`src/rtl/bren_pkg.sv`:
```
// Shared types and constants of the Brent root finder.
`timescale 1ns / 1ps

package bren_pkg;

    localparam int TOL_W = 47;
    localparam int LIMIT_W = 8;
    localparam logic [LIMIT_W-1:0] LIMIT_RESET = 8'd100;
    localparam logic [TOL_W-1:0] TOL_RESET = 47'd1;
    localparam logic [LIMIT_W-1:0] STEP_MAX = 8'd255;

    localparam logic KIND_START = 1'b0;
    localparam logic KIND_ANSWER = 1'b1;

    localparam logic CFG_TOLERANCE = 1'b0;
    localparam logic CFG_LIMIT = 1'b1;

    typedef enum logic [1:0] {
        ST_EVAL = 2'd0,
        ST_ROOT = 2'd1,
        ST_REJECT = 2'd2
    } t_status;

    typedef enum logic [2:0] {
        S_IDLE,
        S_LOAD,
        S_CHECK,
        S_GO,
        S_WAIT,
        S_DECIDE,
        S_OUT
    } t_state;

    typedef enum logic [2:0] {
        MD_IDLE,
        MD_MUL,
        MD_CHK,
        MD_DIV,
        MD_DONE
    } t_md_state;

    typedef enum logic [2:0] {
        OP_IQI1,
        OP_IQI2,
        OP_IQI3,
        OP_IQI4,
        OP_IQI5,
        OP_IQI6,
        OP_SEC
    } t_op;

    typedef struct packed {
        logic ready;
        logic load_reject;
        logic load_root_end;
        logic load_start;
        logic load_answer;
        logic do_stop;
        logic md_go;
        logic md_store;
        logic decide;
        logic out_load;
        t_op  op;
    } t_cmd;

    typedef struct packed {
        logic in_fire;
        logic kind;
        logic bad;
        logic end_root;
        logic searching;
        logic stop;
        logic use_iqi;
        logic md_done;
        logic out_free;
    } t_dp_status;

endpackage

```
`src/rtl/bren_ctrl.sv`:
```
// Sequencer of the Brent root finder: item intake, operation order and output.
`timescale 1ns / 1ps

module bren_ctrl (
    input  logic                 i_clk,
    input  logic                 i_rst_n,
    input  bren_pkg::t_dp_status i_dp,
    output bren_pkg::t_cmd       o_cmd
);

    bren_pkg::t_state r_state, n_state;
    bren_pkg::t_op    r_op, n_op;

    always_comb begin
        n_state = r_state;
        n_op = r_op;
        case (r_state)
            bren_pkg::S_IDLE: if (i_dp.in_fire) n_state = bren_pkg::S_LOAD;
            bren_pkg::S_LOAD: begin
                if (i_dp.kind == bren_pkg::KIND_START) begin
                    n_state = (i_dp.bad || i_dp.end_root) ? bren_pkg::S_OUT
                                                          : bren_pkg::S_CHECK;
                end else begin
                    n_state = i_dp.searching ? bren_pkg::S_CHECK : bren_pkg::S_OUT;
                end
            end
            bren_pkg::S_CHECK: begin
                if (i_dp.stop) begin
                    n_state = bren_pkg::S_OUT;
                end else begin
                    n_state = bren_pkg::S_GO;
                    n_op = i_dp.use_iqi ? bren_pkg::OP_IQI1 : bren_pkg::OP_SEC;
                end
            end
            bren_pkg::S_GO: n_state = bren_pkg::S_WAIT;
            bren_pkg::S_WAIT: begin
                if (i_dp.md_done) begin
                    case (r_op)
                        bren_pkg::OP_IQI1: begin n_op = bren_pkg::OP_IQI2; n_state = bren_pkg::S_GO; end
                        bren_pkg::OP_IQI2: begin n_op = bren_pkg::OP_IQI3; n_state = bren_pkg::S_GO; end
                        bren_pkg::OP_IQI3: begin n_op = bren_pkg::OP_IQI4; n_state = bren_pkg::S_GO; end
                        bren_pkg::OP_IQI4: begin n_op = bren_pkg::OP_IQI5; n_state = bren_pkg::S_GO; end
                        bren_pkg::OP_IQI5: begin n_op = bren_pkg::OP_IQI6; n_state = bren_pkg::S_GO; end
                        default: n_state = bren_pkg::S_DECIDE;
                    endcase
                end
            end
            bren_pkg::S_DECIDE: n_state = bren_pkg::S_OUT;
            bren_pkg::S_OUT: if (i_dp.out_free) n_state = bren_pkg::S_IDLE;
            default: n_state = bren_pkg::S_IDLE;
        endcase
    end

    always_comb begin
        o_cmd = '0;
        o_cmd.op = r_op;
        case (r_state)
            bren_pkg::S_IDLE: o_cmd.ready = 1'b1;
            bren_pkg::S_LOAD: begin
                if (i_dp.kind == bren_pkg::KIND_START) begin
                    if (i_dp.bad) o_cmd.load_reject = 1'b1;
                    else if (i_dp.end_root) o_cmd.load_root_end = 1'b1;
                    else o_cmd.load_start = 1'b1;
                end else begin
                    if (i_dp.searching) o_cmd.load_answer = 1'b1;
                    else o_cmd.load_reject = 1'b1;
                end
            end
            bren_pkg::S_CHECK: o_cmd.do_stop = i_dp.stop;
            bren_pkg::S_GO: o_cmd.md_go = 1'b1;
            bren_pkg::S_WAIT: o_cmd.md_store = i_dp.md_done;
            bren_pkg::S_DECIDE: o_cmd.decide = 1'b1;
            bren_pkg::S_OUT: o_cmd.out_load = i_dp.out_free;
            default: ;
        endcase
    end

    always_ff @(posedge i_clk) begin
        if (!i_rst_n) begin
            r_state <= bren_pkg::S_IDLE;
            r_op <= bren_pkg::OP_SEC;
        end else begin
            r_state <= n_state;
            r_op <= n_op;
        end
    end

endmodule

```
`config.mk`:
```
export PLATFORM = sky130hd
export DESIGN_NAME = bren_ctrl
export DESIGN_NICKNAME = d
export VERILOG_FILES = /design/src/rtl/bren_pkg.sv /design/src/rtl/bren_ctrl.sv
export SDC_FILE = /design/constraint.sdc
export NUM_CORES = 1
export LEC_CHECK = 0
export ABC_CLOCK_PERIOD_IN_PS = 3440
export BUFFER_PORTS_ARGS = -buffer_cell sky130_fd_sc_hd__buf_4
export CAP_MARGIN = 20
export CORE_AREA = 2 2 39 41
export CTS_CLUSTER_DIAMETER = 200
export DETAILED_ROUTE_END_ITERATION = 8
export DIE_AREA = 0 0 41 43
export GPL_TIMING_DRIVEN = 0
export PLACE_DENSITY = 0.67
export SYNTH_ARGS = -nofsm -noshare
export SYNTH_HDL_FRONTEND = slang
export SYNTH_SLANG_ARGS = --single-unit
```
`constraint.sdc`:
```
create_clock -name i_clk -period 3.44 [get_ports i_clk]
set_clock_uncertainty 0.2 [all_clocks]
set_input_delay 0.86 -clock i_clk [delete_from_list [all_inputs] [get_ports i_clk]]
set_output_delay 0.86 -clock i_clk [all_outputs]
set_load 0.02 [all_outputs]
```
Word-level counts from Yosys, hierarchy flattened
Index checks and enable logic that the tools add are counted.
W data, S select, Z words.
- reductions and logical operators: 7
- multiplexer cells: 30
- eq/ne operators: 15
- operator list (kind ; count):
    $mux W3 ; 11
    $pmux W3 S7 ; 1
    $pmux W3 S5 ; 1
    $mux W1 ; 13
    $eq A3 B2 Y1 const B ; 4
    $eq A3 B3 Y1 const B ; 4
    $ne A2 B2 Y1 const B ; 4
    $eq A3 B1 Y1 const B ; 2
    $logic_not A3 Y1 ; 2
    $ne A6 B1 Y1 const B ; 1
    $pmux W3 S2 ; 1
    $reduce_or A5 Y1 ; 1
    $mux W2 ; 2
    $mux W4 ; 1
    $reduce_and A4 Y1 ; 1
    $reduce_and A3 Y1 ; 1
    $reduce_bool A2 Y1 ; 1
    $logic_or A1 B1 Y1 ; 1
- input bits: 11
- logic and storage cells: 54
- register bits: 6
- output and inout port bits: 13

Logic depth before layout (Yosys ltp)
Gate-level depths: netlist (run 1).
- depth after elaboration: 5
- gate-level depth with buffers: 5
- depth with buffers taken out: 4

Worst setup path before layout (run 1)
OpenSTA, ideal clock, no wires.
- path type: in2out
- from: in i_dp[3] (netlist bit)
- to: out o_cmd[7] (netlist bit)
- path slack: 769 ps
- buffers on the path: 0
- stages: 1
- arrival: 1611 ps
- required time: 2380 ps
- cells stage by stage: nor4bb_1
- cells in the longest elaborated chain, start to end: 1
- RTL lines (item ; RTL line ; source):
    from (decl) ; bren_ctrl.sv:7 ; input bren_pkg::t_dp_status i_dp,
    $mux W1 ; bren_ctrl.sv:57 ; case (r_state)
    to (decl) ; bren_ctrl.sv:8 ; output bren_pkg::t_cmd o_cmd
Every way passes these cells.

==> results.py, run 1 <==
metrics = {
    "cts": {
        "clock-sinks": 6,
        "cts_tree": "yes",
        "cts_root_buf": "clkbuf_4",
        "clkLatencyLatePin_ps": 240,
        "cts_resized": 0,
        "cts_buffers": 3,
        "cts_buffer_depth": 2,
        "h-tree-depth": 1,
        "clk_pin_slew_ps": 50,
        "post_cts_buffers": 0,
        "cts_hold_buffers": 0,
    },
    "timing": {
        "finalHoldViolCount": 0,
        "tns_ps": 0,
        "slew_headroom_pct": 70.8,
        "report.final.setup_viol": 0,
        "fmax_ghz": 0.393,
        "final_max_slew_viol_count": 0,
        "min_period_ps": 2540,
        "period_share_pct": 73.9,
        "whs_ps": 404,
        "worst_slew_pin_slew_ps": 433,
        "rsz0062_at_grt": "false",
    },
    "critical_path": {
        "cp-start-kind": "input port",
        "path_class": "in -> out",
        "path_max_fanout": 2,
        "worst_ep_arrival_time_ps": 1480,
        "required_ps": 2380,
        "crit_path_end_kind": "output pin",
    },
    "global_routing": {
        "track_usage_pct": 17.7,
        "antenna_found_initial": 0,
        "grt_pass1_vias": 525,
        "grt_pass1_wl_um": 2190,
        "grt_max_degree": 11,
        "overflow": 0,
    },
    "final_layout": {
        "layout_common_cells": "buf_4 (23), nor3_1 (6), dfxtp_1 (6)",
        "area_growth_pct": 43.5,
        "regArea_um2": 120,
        "multi_input_area_um2": 347,
        "layout_commonest_cell": "buf_4",
        "diodes": 0,
        "utilization_pct": 51.3,
        "fin_nets": 106,
        "drive_gt1_share_pct": 33.3,
        "final_cell_area_um2": 709,
        "fillers": 146,
    },
    "power_and_ir_drop": {
        "p_sw_share_pct": 47.8,
        "p_leak_nw": 0.328,
        "p_clk_share_pct": 11.6,
        "p_per_area_nw_per_um2": 779,
        "seqPwrFrac_pct": 24.0,
        "switching_power_w": 0.000264,
        "comb_power_share_pct": 64.3,
        "vdd_drop_max_uv": 372,
        "internal-power_w": 0.000289,
        "power_w": 0.000553,
    },
    "routing": {
        "dr.pass1.iters": 4,
        "final_antenna_net_count": 0,
        "drc": 0,
        "wl_per_cell_um": 12.3,
        "vias_per_cell": 5.29,
        "wirelength_um": 1340,
        "vias": 577,
        "drt_iter0_drc": 6,
    },
    "synth": {
        "ys_seq_elements": 6,
        "netlist_area_um2": 494,
        "syn_area_per_cell_um2": 7.38,
        "synth_top_cell_by_area": "dfxtp_1",
        "synthDistinctLibCells": 30,
        "seq_area_frac_synth_pct": 24.3,
        "synthesis.nets": 78,
        "ys_warn_count": 0,
        "synth_top_area_share_pct": 24.3,
        "synth_area_leaders": "dfxtp_1 (24%), nor3_1 (6.1%), nor3b_1 (4.6%)",
        "synthCells": 67,
    },
    "floorplan": {
        "pin_count": 24,
        "die-area_um2": 1760,
        "die_w_um": 41,
        "dieHeight_um": 43,
        "initial_core_util_pct": 35.7,
        "rows": 14,
        "core-area_um2": 1380,
    },
    "outcome": {
        "status": "finished, final reports clean",
    },
    "place": {
        "gp_congestion": 0.749,
        "portBuffers": 23,
        "place.detailed.hpwl_um": 1020,
        "place_area_um2": 687,
    },
    "worst_hold_path": {
        "hold_path_class": "reg -> reg",
    },
    "flow_run": {
        "drv_cap": 0,
    },
}
-- critical path: stages --
cell and delay [ps]:
buf_4 110, nor3_1 220, and2_1 150, buf_4 130
-- area by class of cell --
type                    instances  area share (%)
plain buffers                   3            1.76
repair buffers                 23            24.3
inverters                       4            2.12
flip-flops and latches          6            16.9
well taps                      16            2.82
clock buffers                   3            3.17
multi-input cells              54            48.9
-- power by group through the flow --
stage	combinational, W	sequential, W	clock, W
2_1_floorplan	0.000236	0.000135	0
3_3_place_gp	0.000353	0.000132	0
3_5_place_dp	0.000353	0.000132	0
4_1_cts	0.000356	0.000132	0.0000657
5_1_grt	0.000396	0.000137	0.0000679
6_report	0.000356	0.000133	0.0000643
-- flip-flops by register name, indices dropped and copies added, names as in the netlist --
register  count
r_op          3
r_state       3
-- cells in the mapped netlist --
cell type	n
a21oi_1	4
a31oi_1	3
and2_1	3
and3_1	3
and3b_1	1
and4bb_2	1
buf_2	1
clkbuf_1	2
dfxtp_1	6
inv_1	4
mux2_1	1
nand2_1	5
nand2b_1	1
nor2_1	4
nor2b_1	2
nor3_1	6
nor3b_1	3
nor4bb_1	1
o211ai_1	2
o21ai_0	3
o21ai_1	1
o21bai_1	1
o21bai_2	1
o2bb2ai_1	1
o31a_1	1
o41ai_1	2
or2_2	1
or3b_4	1
or4_1	1
xor2_1	1
-- stage by stage --
step | setup slack [ps] | instances
CTS | 894 | 109
global route | 761 | 109
global placement | 898 | 106
floorplan | 769 | 67
detailed placement | 901 | 106
finish | 897 | 109
-- worst paths after layout --
check,cells after the start,from,slack (ps),endpoint
hold / removal,2,r_op[0]$_SDFFE_PN0P_,400,r_op[0]$_SDFFE_PN0P_
hold reg to reg,2,r_op[0]$_SDFFE_PN0P_,400,r_op[0]$_SDFFE_PN0P_
setup / recovery,4,i_dp[6],900,o_cmd[9]
setup reg to reg,5,r_state[2]$_SDFFE_PN0P_,1630,r_op[1]$_SDFFE_PN1P_
-- kinds of logic (layout without fill, tap and decap cells) --
kind of cell | count (synthesis) | in the layout | share of synthesized area [%]
flops | 6 | 6 | 24.3
mux | 1 | 1 | 2.28
xor+xnor | 1 | 1 | 1.77
buf+inv | 7 | 33 | 5.57
compound gates | 19 | 19 | 25.8
simple gates | 33 | 33 | 40.3
-- per-layer routing --
metal  track usage (%)  vias up  part of all wire [%]
li1                  -      299                     -
met1              23.6      258                    46
met2              28.4       20                    47
met3              4.71        0                   6.0
met4              2.00        0                     0
met5                 0        -                     0
Note: power is estimated with default switching activity, not from simulation.
==> run 2: changes to the inputs <==
--- a/config.mk
+++ b/config.mk
@@ -5,7 +5,7 @@
 export SDC_FILE = /design/constraint.sdc
 export NUM_CORES = 1
 export LEC_CHECK = 0
-export ABC_CLOCK_PERIOD_IN_PS = 3440
+export ABC_CLOCK_PERIOD_IN_PS = 2000
 export BUFFER_PORTS_ARGS = -buffer_cell sky130_fd_sc_hd__buf_4
 export CAP_MARGIN = 20
 export CORE_AREA = 2 2 39 41
@@ -13,7 +13,7 @@
 export DETAILED_ROUTE_END_ITERATION = 8
 export DIE_AREA = 0 0 41 43
 export GPL_TIMING_DRIVEN = 0
-export PLACE_DENSITY = 0.67
+export PLACE_DENSITY = 0.69
 export SYNTH_ARGS = -nofsm -noshare
 export SYNTH_HDL_FRONTEND = slang
 export SYNTH_SLANG_ARGS = --single-unit
==> constraint.sdc (replaced) <==
create_clock -name i_clk -period 2 [get_ports i_clk]
set_clock_uncertainty 0.2 [all_clocks]
set_input_delay 0.5 -clock i_clk [delete_from_list [all_inputs] [get_ports i_clk]]
set_output_delay 0.5 -clock i_clk [all_outputs]
set_load 0.02 [all_outputs]
==> run 2 against run 1 <==
Combinational power is 75% higher. Clock power is 63% higher. Sequential share of layout area is 0.48 points higher. Setup slack worse by 800 ps. Clock-buffer cell count stayed put. Wire length is 7.7% lower. Critical path depth stayed put. Worst hold slack worse by 82 ps. Power is 83% higher. Largest power group unchanged.
==> results.py, run 2 (synthesis results as in run 1) <==
metrics = {
    "outcome": {
        "status": "finished, final reports clean",
    },
    "global_routing": {
        "track_usage_pct": 17.5,
        "antenna_found_initial": 0,
        "grt_max_degree": 11,
        "grt_pass1_wl_um": 2100,
        "overflow": 0,
        "grt_pass1_vias": 505,
    },
    "routing": {
        "dr.pass1.iters": 4,
        "drc": 0,
        "vias_per_cell": 5.38,
        "wl_per_cell_um": 11.3,
        "vias": 586,
        "final_antenna_net_count": 0,
        "wirelength_um": 1240,
        "drt_iter0_drc": 19,
    },
    "floorplan": {
        "rows": 14,
        "die_w_um": 41,
        "dieHeight_um": 43,
        "pin_count": 24,
        "die-area_um2": 1760,
        "initial_core_util_pct": 35.7,
        "core-area_um2": 1380,
    },
    "place": {
        "portBuffers": 23,
        "place_area_um2": 702,
        "gp_congestion": 0.785,
        "place.detailed.hpwl_um": 992,
    },
    "power_and_ir_drop": {
        "seqPwrFrac_pct": 28.2,
        "switching_power_w": 0.000461,
        "comb_power_share_pct": 61.4,
        "internal-power_w": 0.000552,
        "p_sw_share_pct": 45.5,
        "p_clk_share_pct": 10.4,
        "vdd_drop_max_uv": 785,
        "p_leak_nw": 0.342,
        "p_per_area_nw_per_um2": 1340,
    },
    "critical_path": {
        "required_ps": 1300,
        "worst_r2r_path_depth": 4,
        "path_class": "reg -> out",
        "cp-start-kind": "flop",
        "path_max_fanout": 13,
        "worst_ep_arrival_time_ps": 1200,
        "crit_path_end_kind": "output pin",
    },
    "final_layout": {
        "fillers": 134,
        "diodes": 0,
        "drive_gt1_share_pct": 40.9,
        "area_growth_pct": 52.7,
        "largestRegisters": "r_op: 3 flops, r_state: 3 flops",
        "fin_nets": 106,
        "layout_commonest_cell": "buf_4",
        "layout_common_cells": "buf_4 (25), nor3_1 (6), nand2_1 (5)",
        "final_cell_area_um2": 754,
        "utilization_pct": 54.5,
    },
    "timing": {
        "min_period_ps": 1900,
        "worst_slew_pin_slew_ps": 434,
        "final_max_slew_viol_count": 0,
        "rsz0062_at_grt": "true",
        "report.final.setup_viol": 0,
        "fmax_ghz": 0.525,
        "slew_headroom_pct": 70.7,
        "period_share_pct": 95.2,
        "whs_ps": 322,
        "finalHoldViolCount": 0,
    },
    "cts": {
        "clk_pin_slew_ps": 40,
        "cts_buffers": 3,
        "cts_root_buf": "clkbuf_4",
        "clkLatencyLatePin_ps": 240,
        "cts_buffer_depth": 2,
        "cts_tree": "yes",
        "clock-sinks": 6,
        "cts_hold_buffers": 0,
        "h-tree-depth": 1,
    },
    "worst_hold_path": {
        "hold_path_class": "in -> reg",
        "hold_path_depth": 2,
    },
    "flow_run": {
        "drv_cap": 0,
    },
}
## run 2: cell types whose count changed in the layout (fill, tap and decap cells not counted)
cell	previous run	this run
nor4bb_4	0	1
buf_4	23	25
dfxtp_1	6	3
clkbuf_1	2	0
nor4bb_1	1	0
nor3b_4	0	1
clkbuf_2	0	1
dfxtp_4	0	3
nor3b_1	3	2
buf_2	1	0
## run 2: final cells by class
class	instances	area, um2	area share (%)
Multi-Input combinational cell	54	373	49.4
Tap cell	16	20.0	2.65
Clock buffer	3	22.5	2.99
Inverter	4	15.0	1.99
Timing Repair Buffer	24	180	23.9
Buffer	2	12.5	1.66
Sequential cell	6	131	17.4
## run 2: metrics by stage
| stage | power [W] | setup WS, ps | setup TNS, ps | std cells |
|---|---|---|---|---|
| floorplan | 0.000659 | 87.5 | 0 | 67 |
| global placement | 0.000849 | 13.0 | 0 | 106 |
| detailed placement | 0.000853 | 0.128 | 0 | 106 |
| CTS | 0.00101 | -26.5 | -26.5 | 109 |
| global route | 0.00111 | -17.6 | -17.6 | 109 |
| finish | 0.00101 | 95.0 | 0 | 109 |
## run 2: critical path, stage by stage (launching register included)
cell	delay, ps
dfxtp_4	390
nor3b_4	250
nand2_1	100
nor2_1	90
buf_4	140
## run 2: worst paths after layout
path	start	slack (ps)	end
min reg2reg	r_op[0]$_SDFFE_PN0P_	390	r_op[0]$_SDFFE_PN0P_
max	r_state[2]$_SDFFE_PN0P_	100	o_cmd[11]
min	i_rst_n	320	r_op[2]$_SDFFE_PN1P_
max reg2reg	r_state[2]$_SDFFE_PN0P_	160	r_op[1]$_SDFFE_PN1P_
## run 2: timing repair
item / in CTS / in global routing
setup buffers: 0 / 1
gates resized for setup: 7 / 7
setup endpoints to repair: 7 / 7
pin swaps: 0 / 2
## run 2: power by group through the flow
stage	Combinational, W	Sequential, W	Clock, W
after floorplan	0.000415	0.000243	0
after global placement	0.000615	0.000234	0
after detailed placement	0.000614	0.000239	0
after CTS	0.000647	0.000247	0.000112
after global routing	0.000682	0.000296	0.000127
final	0.000622	0.000286	0.000105
## run 2: routing by layer
| metal | vias to the layer above | global-route usage [%] | wire length, um |
|---|---|---|---|
| met2 | 16 | 25.0 | 576 |
| met4 | 0 | 6.00 | 0 |
| met5 | - | 0 | 0 |
| met3 | 0 | 7.85 | 72 |
| met1 | 266 | 22.6 | 586 |
| li1 | 304 | - | - |
